===== src/sv/upd_pkg.sv =====
package upd_pkg;

  localparam int QUEUE_DEPTH_DEF = 4;
  localparam int SLOTS           = 3;

  localparam logic [7:0] CH_PLUS  = 8'h2B;
  localparam logic [7:0] CH_PCT   = 8'h25;
  localparam logic [7:0] CH_SPACE = 8'h20;

  typedef enum logic [1:0] {
    PH_IDLE = 2'd0,
    PH_PCT  = 2'd1,
    PH_DIG  = 2'd2
  } phase_t;

  // decoded bytes caused by one input beat, oldest in data[0]
  typedef struct packed {
    logic [SLOTS-1:0][7:0] data;
    logic [1:0]            cnt;
    logic                  fin;
  } group_t;

  function automatic logic is_hex(input logic [7:0] c);
    return (c >= 8'h30 && c <= 8'h39) || (c >= 8'h61 && c <= 8'h66) ||
           (c >= 8'h41 && c <= 8'h46);
  endfunction

  function automatic logic [3:0] hex_val(input logic [7:0] c);
    logic [3:0] v;
    if (c >= 8'h30 && c <= 8'h39) begin
      v = c[3:0];
    end else if ((c >= 8'h61 && c <= 8'h66) || (c >= 8'h41 && c <= 8'h46)) begin
      v = c[3:0] + 4'd9;
    end else begin
      v = 4'd0;
    end
    return v;
  endfunction

endpackage


===== src/sv/url_percent_decoder.sv =====
// Form-urlencoded decoder. One encoded byte is taken per cycle whenever full is
// low; plus becomes space, a percent sign with two hex digits becomes one byte,
// and a broken escape passes through literally. A byte yields zero to three
// decoded bytes, grouped and written into a QUEUE_DEPTH-entry queue (a power of
// two, at least 2); the output stage hands out one decoded byte per cycle while
// pop is high, so a byte with three results holds the queue head for three pops
// and full rises only once the queue fills. With nothing waiting ahead of it, a
// byte's group enters the queue when the byte is accepted, and its first result
// is then registered onto the result ports. run_last marks a byte's last result,
// message_end the last result of the string.
module url_percent_decoder #(
  parameter int QUEUE_DEPTH = upd_pkg::QUEUE_DEPTH_DEF
) (
  input  logic       clk,
  input  logic       rst,
  input  logic       push,
  output logic       full,
  input  logic [7:0] in_byte,
  input  logic       is_final,
  input  logic       pop,
  output logic       empty,
  output logic [7:0] out_byte,
  output logic       run_last,
  output logic       message_end
);

  logic            take;
  logic            grp_push;
  upd_pkg::group_t grp;
  upd_pkg::group_t head;
  logic            q_empty;
  logic            q_full;
  logic            q_pop;

  assign full = q_full;
  assign take = push && !q_full;

  upd_front u_front (
    .clk      (clk),
    .rst      (rst),
    .take     (take),
    .in_byte  (in_byte),
    .is_final (is_final),
    .grp_push (grp_push),
    .grp      (grp)
  );

  upd_queue #(
    .DEPTH (QUEUE_DEPTH)
  ) u_queue (
    .clk     (clk),
    .rst     (rst),
    .wr      (grp_push),
    .wr_grp  (grp),
    .rd      (q_pop),
    .head    (head),
    .q_empty (q_empty),
    .q_full  (q_full)
  );

  upd_back u_back (
    .clk         (clk),
    .rst         (rst),
    .head        (head),
    .q_empty     (q_empty),
    .q_pop       (q_pop),
    .pop         (pop),
    .empty       (empty),
    .out_byte    (out_byte),
    .run_last    (run_last),
    .message_end (message_end)
  );

endmodule


===== src/sv/upd_front.sv =====
module upd_front (
  input  logic             clk,
  input  logic             rst,
  input  logic             take,
  input  logic [7:0]       in_byte,
  input  logic             is_final,
  output logic             grp_push,
  output upd_pkg::group_t  grp
);

  upd_pkg::phase_t phase, phase_next;
  logic [7:0]      held, held_next;
  logic [1:0]      n;
  logic            do_plain;

  always_ff @(posedge clk) begin
    if (rst) begin
      phase <= upd_pkg::PH_IDLE;
      held  <= 8'd0;
    end else if (take) begin
      phase <= phase_next;
      held  <= held_next;
    end
  end

  always_comb begin
    phase_next = phase;
    held_next  = held;
    n          = 2'd0;
    do_plain   = 1'b0;
    grp.data   = '0;
    grp.fin    = is_final;

    case (phase)
      upd_pkg::PH_PCT: begin
        if (upd_pkg::is_hex(in_byte)) begin
          held_next  = in_byte;
          phase_next = upd_pkg::PH_DIG;
        end else begin
          phase_next  = upd_pkg::PH_IDLE;
          grp.data[n] = upd_pkg::CH_PCT;
          n           = n + 2'd1;
          do_plain    = 1'b1;
        end
      end
      upd_pkg::PH_DIG: begin
        phase_next = upd_pkg::PH_IDLE;
        held_next  = 8'd0;
        if (upd_pkg::is_hex(in_byte)) begin
          grp.data[n] = {upd_pkg::hex_val(held), upd_pkg::hex_val(in_byte)};
          n           = n + 2'd1;
        end else begin
          grp.data[n] = upd_pkg::CH_PCT;
          n           = n + 2'd1;
          grp.data[n] = held;
          n           = n + 2'd1;
          do_plain    = 1'b1;
        end
      end
      default: begin
        phase_next = upd_pkg::PH_IDLE;
        do_plain   = 1'b1;
      end
    endcase

    if (do_plain) begin
      if (in_byte == upd_pkg::CH_PLUS) begin
        grp.data[n] = upd_pkg::CH_SPACE;
        n           = n + 2'd1;
      end else if (in_byte == upd_pkg::CH_PCT) begin
        phase_next = upd_pkg::PH_PCT;
      end else begin
        grp.data[n] = in_byte;
        n           = n + 2'd1;
      end
    end

    // flush anything pending on the final beat
    if (is_final) begin
      if (phase_next == upd_pkg::PH_PCT) begin
        grp.data[n] = upd_pkg::CH_PCT;
        n           = n + 2'd1;
      end else if (phase_next == upd_pkg::PH_DIG) begin
        grp.data[n] = upd_pkg::CH_PCT;
        n           = n + 2'd1;
        grp.data[n] = held_next;
        n           = n + 2'd1;
      end
      phase_next = upd_pkg::PH_IDLE;
      held_next  = 8'd0;
    end

    grp.cnt  = n;
    grp_push = take && (n != 2'd0);
  end

endmodule


===== src/sv/upd_queue.sv =====
module upd_queue #(
  parameter int DEPTH = upd_pkg::QUEUE_DEPTH_DEF
) (
  input  logic             clk,
  input  logic             rst,
  input  logic             wr,
  input  upd_pkg::group_t  wr_grp,
  input  logic             rd,
  output upd_pkg::group_t  head,
  output logic             q_empty,
  output logic             q_full
);

  localparam int AW = (DEPTH > 1) ? $clog2(DEPTH) : 1;

  upd_pkg::group_t mem [DEPTH];
  logic [AW-1:0]   wptr, rptr;
  logic [AW:0]     count;

  always_ff @(posedge clk) begin
    if (rst) begin
      wptr  <= '0;
      rptr  <= '0;
      count <= '0;
    end else begin
      if (wr) begin
        wptr <= (wptr == AW'(DEPTH - 1)) ? '0 : wptr + 1'b1;
      end
      if (rd) begin
        rptr <= (rptr == AW'(DEPTH - 1)) ? '0 : rptr + 1'b1;
      end
      if (wr && !rd) begin
        count <= count + 1'b1;
      end else if (rd && !wr) begin
        count <= count - 1'b1;
      end
    end
  end

  always_ff @(posedge clk) begin
    if (wr) begin
      mem[wptr] <= wr_grp;
    end
  end

  assign head    = mem[rptr];
  assign q_empty = (count == '0);
  assign q_full  = (count == (AW+1)'(DEPTH));

endmodule


===== src/sv/upd_back.sv =====
module upd_back (
  input  logic             clk,
  input  logic             rst,
  input  upd_pkg::group_t  head,
  input  logic             q_empty,
  output logic             q_pop,
  input  logic             pop,
  output logic             empty,
  output logic [7:0]       out_byte,
  output logic             run_last,
  output logic             message_end
);

  logic       out_valid;
  logic [1:0] idx;
  logic       load;
  logic       last;

  assign load  = !q_empty && (!out_valid || pop);
  assign last  = (idx == head.cnt - 2'd1);
  assign q_pop = load && last;
  assign empty = !out_valid;

  always_ff @(posedge clk) begin
    if (rst) begin
      out_valid <= 1'b0;
      idx       <= 2'd0;
    end else begin
      if (load) begin
        out_valid <= 1'b1;
        idx       <= last ? 2'd0 : idx + 2'd1;
      end else if (pop) begin
        out_valid <= 1'b0;
      end
    end
  end

  always_ff @(posedge clk) begin
    if (load) begin
      out_byte    <= head.data[idx];
      run_last    <= last;
      message_end <= last && head.fin;
    end
  end

endmodule


===== config.mk =====
export PLATFORM = sky130hd
export DESIGN_NAME = url_percent_decoder
export DESIGN_NICKNAME = d
export VERILOG_FILES = /design/src/sv/upd_pkg.sv /design/src/sv/url_percent_decoder.sv /design/src/sv/upd_front.sv /design/src/sv/upd_queue.sv /design/src/sv/upd_back.sv
export SDC_FILE = /design/constraint.sdc
export NUM_CORES = 1
export LEC_CHECK = 0
export ABC_AREA = 0
export BUFFER_PORTS_ARGS = -buffer_cell sky130_fd_sc_hd__buf_4
export CAP_MARGIN = 10
export CORE_MARGIN = 4
export CORE_UTILIZATION = 55
export CTS_CLUSTER_SIZE = 24
export DETAILED_ROUTE_END_ITERATION = 16
export GPL_TIMING_DRIVEN = 0
export MAX_ROUTING_LAYER = met4
export PLACE_DENSITY = 0.81
export SKIP_LAST_GASP = 1
export SYNTH_ARGS = -nofsm -noshare
export SYNTH_HDL_FRONTEND = slang
export SYNTH_SLANG_ARGS = --single-unit

===== constraint.sdc =====
create_clock -name clk -period 6.15 [get_ports clk]
set_clock_uncertainty 0.15 [all_clocks]
set_input_delay 0.615 -clock clk [delete_from_list [all_inputs] [get_ports clk]]
set_output_delay 0.615 -clock clk [all_outputs]
set_load 0.05 [all_outputs]

==> results.txt <==
In this run the power density over the cells is 376 mW/mm2. In this run, synthesis inferred 118 flip-flops with an integrated enable. After detailed routing, the average wire length per cell comes to 22.1 um. The number of placed instances, taps included, is 687.

Launch instance of the worst register-to-register path: u_front.phase[0]. After clock tree synthesis, the setup repair step added 0 buffers. The number of endpoints with negative hold slack in the final report is 0, and the worst vdd rail ir drop is 0.000193 V.

The run finished with clean final reports. For the proportion of power drawn by the clock network, the log shows 0.348. The tools report the combinational cell fraction of total power as 0.240. The pre-antenna-repair detailed-routing pass consisted of 5 iterations.

For this block, the initial DRC count from the detailed router was 503. For this design the total switching power over the nets is 868 uW. In this run the vertical extent of the chip is 119 um. After detailed routing, the total wire length is 15.9 mm. The per-cell via count in the routed design is 6.22. For the worst setup path, the data arrival time is 5.79 ns. Among all flip-flop cells after synthesis, the most frequent one is sky130_fd_sc_hd__edfxtp_1. Synthesized-area fraction occupied by xor and xnor cells: 0.0103. The class of the worst hold path was in -> reg. The total placed instance area is 0.00728 mm2, and the effective utilization at floorplan is 0.564.

Final design area excluding fillers: 0.00789 mm2. Data required time of the critical path: 6.35 ns. The run gives 17 as the clock buffer count from CTS. The area of the multi-input gates was 0.00258 mm2.

For the sequential fraction of the synthesis area, the log shows 0.586. The die covers 0.0142 mm2. The floorplan has 40 rows. The clock-pin slew reported for the worst setup and hold paths after clock tree synthesis is 0.06 ns, and the initial antenna violation count is 0. The transition time at the pin with the least slew margin is 0.891 ns.

For this run, design rule violations remaining after detail routing come to 0. The logs give 11.0 mm for the detailed placement HPWL and 0.242 for the total global-route track usage. Input and output buffers added on the ports amount to 22.

The clock period minus final worst setup slack is 5.59 ns. The number of global-route vias before repair came out at 4468. The later pin in the worst-skew pair is clocked with a latency of 0.42 ns.

The adder and majority cell fraction of the synthesized area works out to 0.0471. The non-filler instance count after layout is 720. Entering global routing, the biggest net connects 19 pins. The proportion of synthesized flip-flops having asynchronous set or reset works out to 0. The layout cell share with drive strength beyond 1 works out to 0.183. The capturing element type of the critical path was a flip-flop. The count of inserted antenna diode cells was 0.

The tree is rooted in a sky130_fd_sc_hd__clkbuf_16. The count of pins over their slew limit was 0; the final total power was 2970 uW. Synthesis inferred 140 register bits. The proportion of netlist area held by the largest area contributor works out to 0.521. The I/O pin total is 25, and the logic depth of the worst register-to-register path is 19. Summing every instance area after synthesis gives 0.00680 mm2. Ranked by total cell area, the synthesized netlist is headed by sky130_fd_sc_hd__edfxtp_1 52%, sky130_fd_sc_hd__mux4_2 8.9%, sky130_fd_sc_hd__dfxtp_1 6.5%. Final core utilization: 0.654. Category of the most critical setup path: in -> reg. STA classifies the critical path startpoint as a primary input. The first-pass GRT wire length is 25.1 mm, and the headroom to the max-slew limit is 0.406. The area share of and/or/nand/nor cells after synthesis was 0.0815; the via total after detailed routing was 4478. TritonCTS built the clock tree.

Along the worst path, the maximum fanout reaches 10. The critical path ends at u_queue.count[2]. The worst register-to-register path ends at u_queue.count[2].

The fraction of synthesized area in multiplexers is 0.114, and the part of the cycle the worst path needs is 0.910. In this run, post-CTS repair resized a total of 0 instances. Leakage power: 0.00273 uW. The worst-case register-to-register setup slack is 1.30 ns, and the die span in x is 119 um.

The residual antenna-violating net count after detailed routing was 0; the switching share of power was 0.293. Setup repair after global routing left no endpoint under its margin. The number of buffers on the longest clock path was 2. After synthesis, the largest family of logic cells by area is compound AO/OA/AOI/OAI gates. For this run, the top clock speed supported by timing is 0.179 GHz.

The total number of nets in the final design is 577. Registers take 0.00398 mm2. The remaining global-route overflow came out at 0. The total area inside the core boundary comes to 0.0121 mm2. Final total negative setup slack: 0 ns. Buffers inserted to repair hold after CTS numbered 0.

For the final-report setup violation count, the log shows 0. The logs give 0.412 for the share of total power in sequential cells and 140 for the TritonCTS sink count. The origin of the worst setup path was in_byte[0]. The number of distinct standard cells referenced by the synthesized netlist is 63. In this run the mean area of a mapped cell was 13.8 um2. The area overhead of the layout relative to synthesis is 16.0%, and the maximum level of the CTS H-tree is 4. The dominant cell type by area after synthesis is sky130_fd_sc_hd__edfxtp_1.

Cell internal power was estimated by the tool at 2100 uW. Count of yosys warnings during synthesis: 0. The logs give 0.962 for the final weighted congestion of routability-driven global placement and 531 for the synthesized net count.

The run gives 842 as the number of fill cells in the layout. The logs give 493 for the instance count of the mapped netlist and 0 for the max capacitance violation total. The area fraction in compound gates after synthesis came out at 0.126.
cell usage in the layout (no fill, tap or decap), types with 8 or more instances in the layout:
cell,Yosys,layout
sky130_fd_sc_hd__mux2i_1,13,13
sky130_fd_sc_hd__buf_4,0,22
sky130_fd_sc_hd__mux4_2,27,27
sky130_fd_sc_hd__a22oi_1,14,14
sky130_fd_sc_hd__inv_1,31,31
sky130_fd_sc_hd__dfxtp_1,22,22
sky130_fd_sc_hd__clkbuf_16,0,17
sky130_fd_sc_hd__nor2_1,23,23
sky130_fd_sc_hd__edfxtp_1,118,118
sky130_fd_sc_hd__a21oi_1,15,15
sky130_fd_sc_hd__o21ai_0,11,11
sky130_fd_sc_hd__o22ai_1,18,18
sky130_fd_sc_hd__nand2b_1,8,8
sky130_fd_sc_hd__clkbuf_1,16,19
sky130_fd_sc_hd__nand2_1,34,34
sky130_fd_sc_hd__ha_1,24,24
through the flow:
| step | hold slack, ns | worst slack [ns] |
|---|---|---|
| 6_report | 0.276 | 0.556 |
| 5_1_grt | 0.271 | 0.258 |
| 4_1_cts | 0.268 | 0.578 |
| 3_5_place_dp | 0.313 | 0.201 |
| 3_3_place_gp | 0.306 | 0.149 |
| 2_1_floorplan | 0.296 | 1.23 |
metal layers:
metal	track usage	wire length, um	share of wire	vias up
li1	-	-	-	2021
met1	0.309	6520	0.41	2218
met2	0.373	7810	0.49	192
met3	0.0660	1050	0.066	47
met4	0.0941	517	0.033	0
met5	-	0	0	-
area by class of cell:
type                    instances  share of cell area
inverters                      31              0.0148
clock buffers                  21              0.0571
multi-input cells             295               0.327
repair buffers                 27              0.0355
flip-flops and latches        140               0.505
clock inverters                11              0.0186
well taps                     168              0.0267
plain buffers                  27              0.0155
worst min-delay path by stage:
stage,from,to,cells after the start
after floorplan,u_back.out_valid,u_back.out_valid,2
after global placement,u_back.out_valid,u_back.out_valid,2
after detailed placement,u_back.out_valid,u_back.out_valid,2
after CTS,is_final,u_queue.mem[0][0],1
after global routing,is_final,u_queue.mem[0][0],1
final,is_final,u_queue.mem[0][0],1
worst max-delay path, stage by stage:
cell	delay, ns
sky130_fd_sc_hd__buf_4	0.16
sky130_fd_sc_hd__inv_1	0.11
sky130_fd_sc_hd__ha_1	0.22
sky130_fd_sc_hd__and2b_1	0.16
sky130_fd_sc_hd__a211o_1	0.29
sky130_fd_sc_hd__a21oi_4	0.37
sky130_fd_sc_hd__buf_2	0.33
sky130_fd_sc_hd__nand2_1	0.20
sky130_fd_sc_hd__ha_1	0.36
sky130_fd_sc_hd__o211ai_1	0.09
sky130_fd_sc_hd__and2_1	0.23
sky130_fd_sc_hd__ha_1	0.18
sky130_fd_sc_hd__nand2_1	0.08
sky130_fd_sc_hd__nor3_2	0.53
sky130_fd_sc_hd__a311oi_2	0.15
sky130_fd_sc_hd__a31oi_4	0.33
sky130_fd_sc_hd__ha_1	0.26
sky130_fd_sc_hd__inv_1	0.08
sky130_fd_sc_hd__fa_1	0.39
sky130_fd_sc_hd__xor2_1	0.19
sky130_fd_sc_hd__or3_1	0.31
sky130_fd_sc_hd__a21oi_1	0.14
power by group through the flow:
stage               logic, uW  registers, uW  clock network [uW]
CTS                       718           1220                1040
detailed placement        709           1240                   0
floorplan                 384           1360                   0
global route              765           1230                1080
finish                    711           1220                1030
global placement          668           1240                   0
flip-flops by register name, summed over array words and instances (netlist names), named ones only:
| name | cells |
|---|---|
| u_queue.count | 3 |
| u_queue.wptr | 2 |
| u_back.message_end | 1 |
| u_back.out_byte | 8 |
| u_back.idx | 2 |
| u_front.phase | 2 |
| u_queue.rptr | 2 |
| u_front.held | 8 |
| u_queue.mem | 108 |
| u_back.out_valid | 1 |
| u_back.run_last | 1 |
logic make-up (layout without fill, tap and decap cells):
group	after synthesis	in the layout
AOI/OAI and AO/OA	113	113
xor gates and xnor gates	8	8
adders and majority gates	25	25
buffers and inverters	58	117
DFF	140	140
muxes	42	42
and+or+nand+nor	107	107
cell usage after synthesis (all sizes together) (11+ instances only):
cell,n
a21oi,18
a22oi,14
clkbuf,17
dfxtp,22
edfxtp,118
ha,24
inv,31
mux2i,14
mux4,27
nand2,34
nor2,23
o21ai,11
o22ai,18
Power figures use the tool's default switching activity.
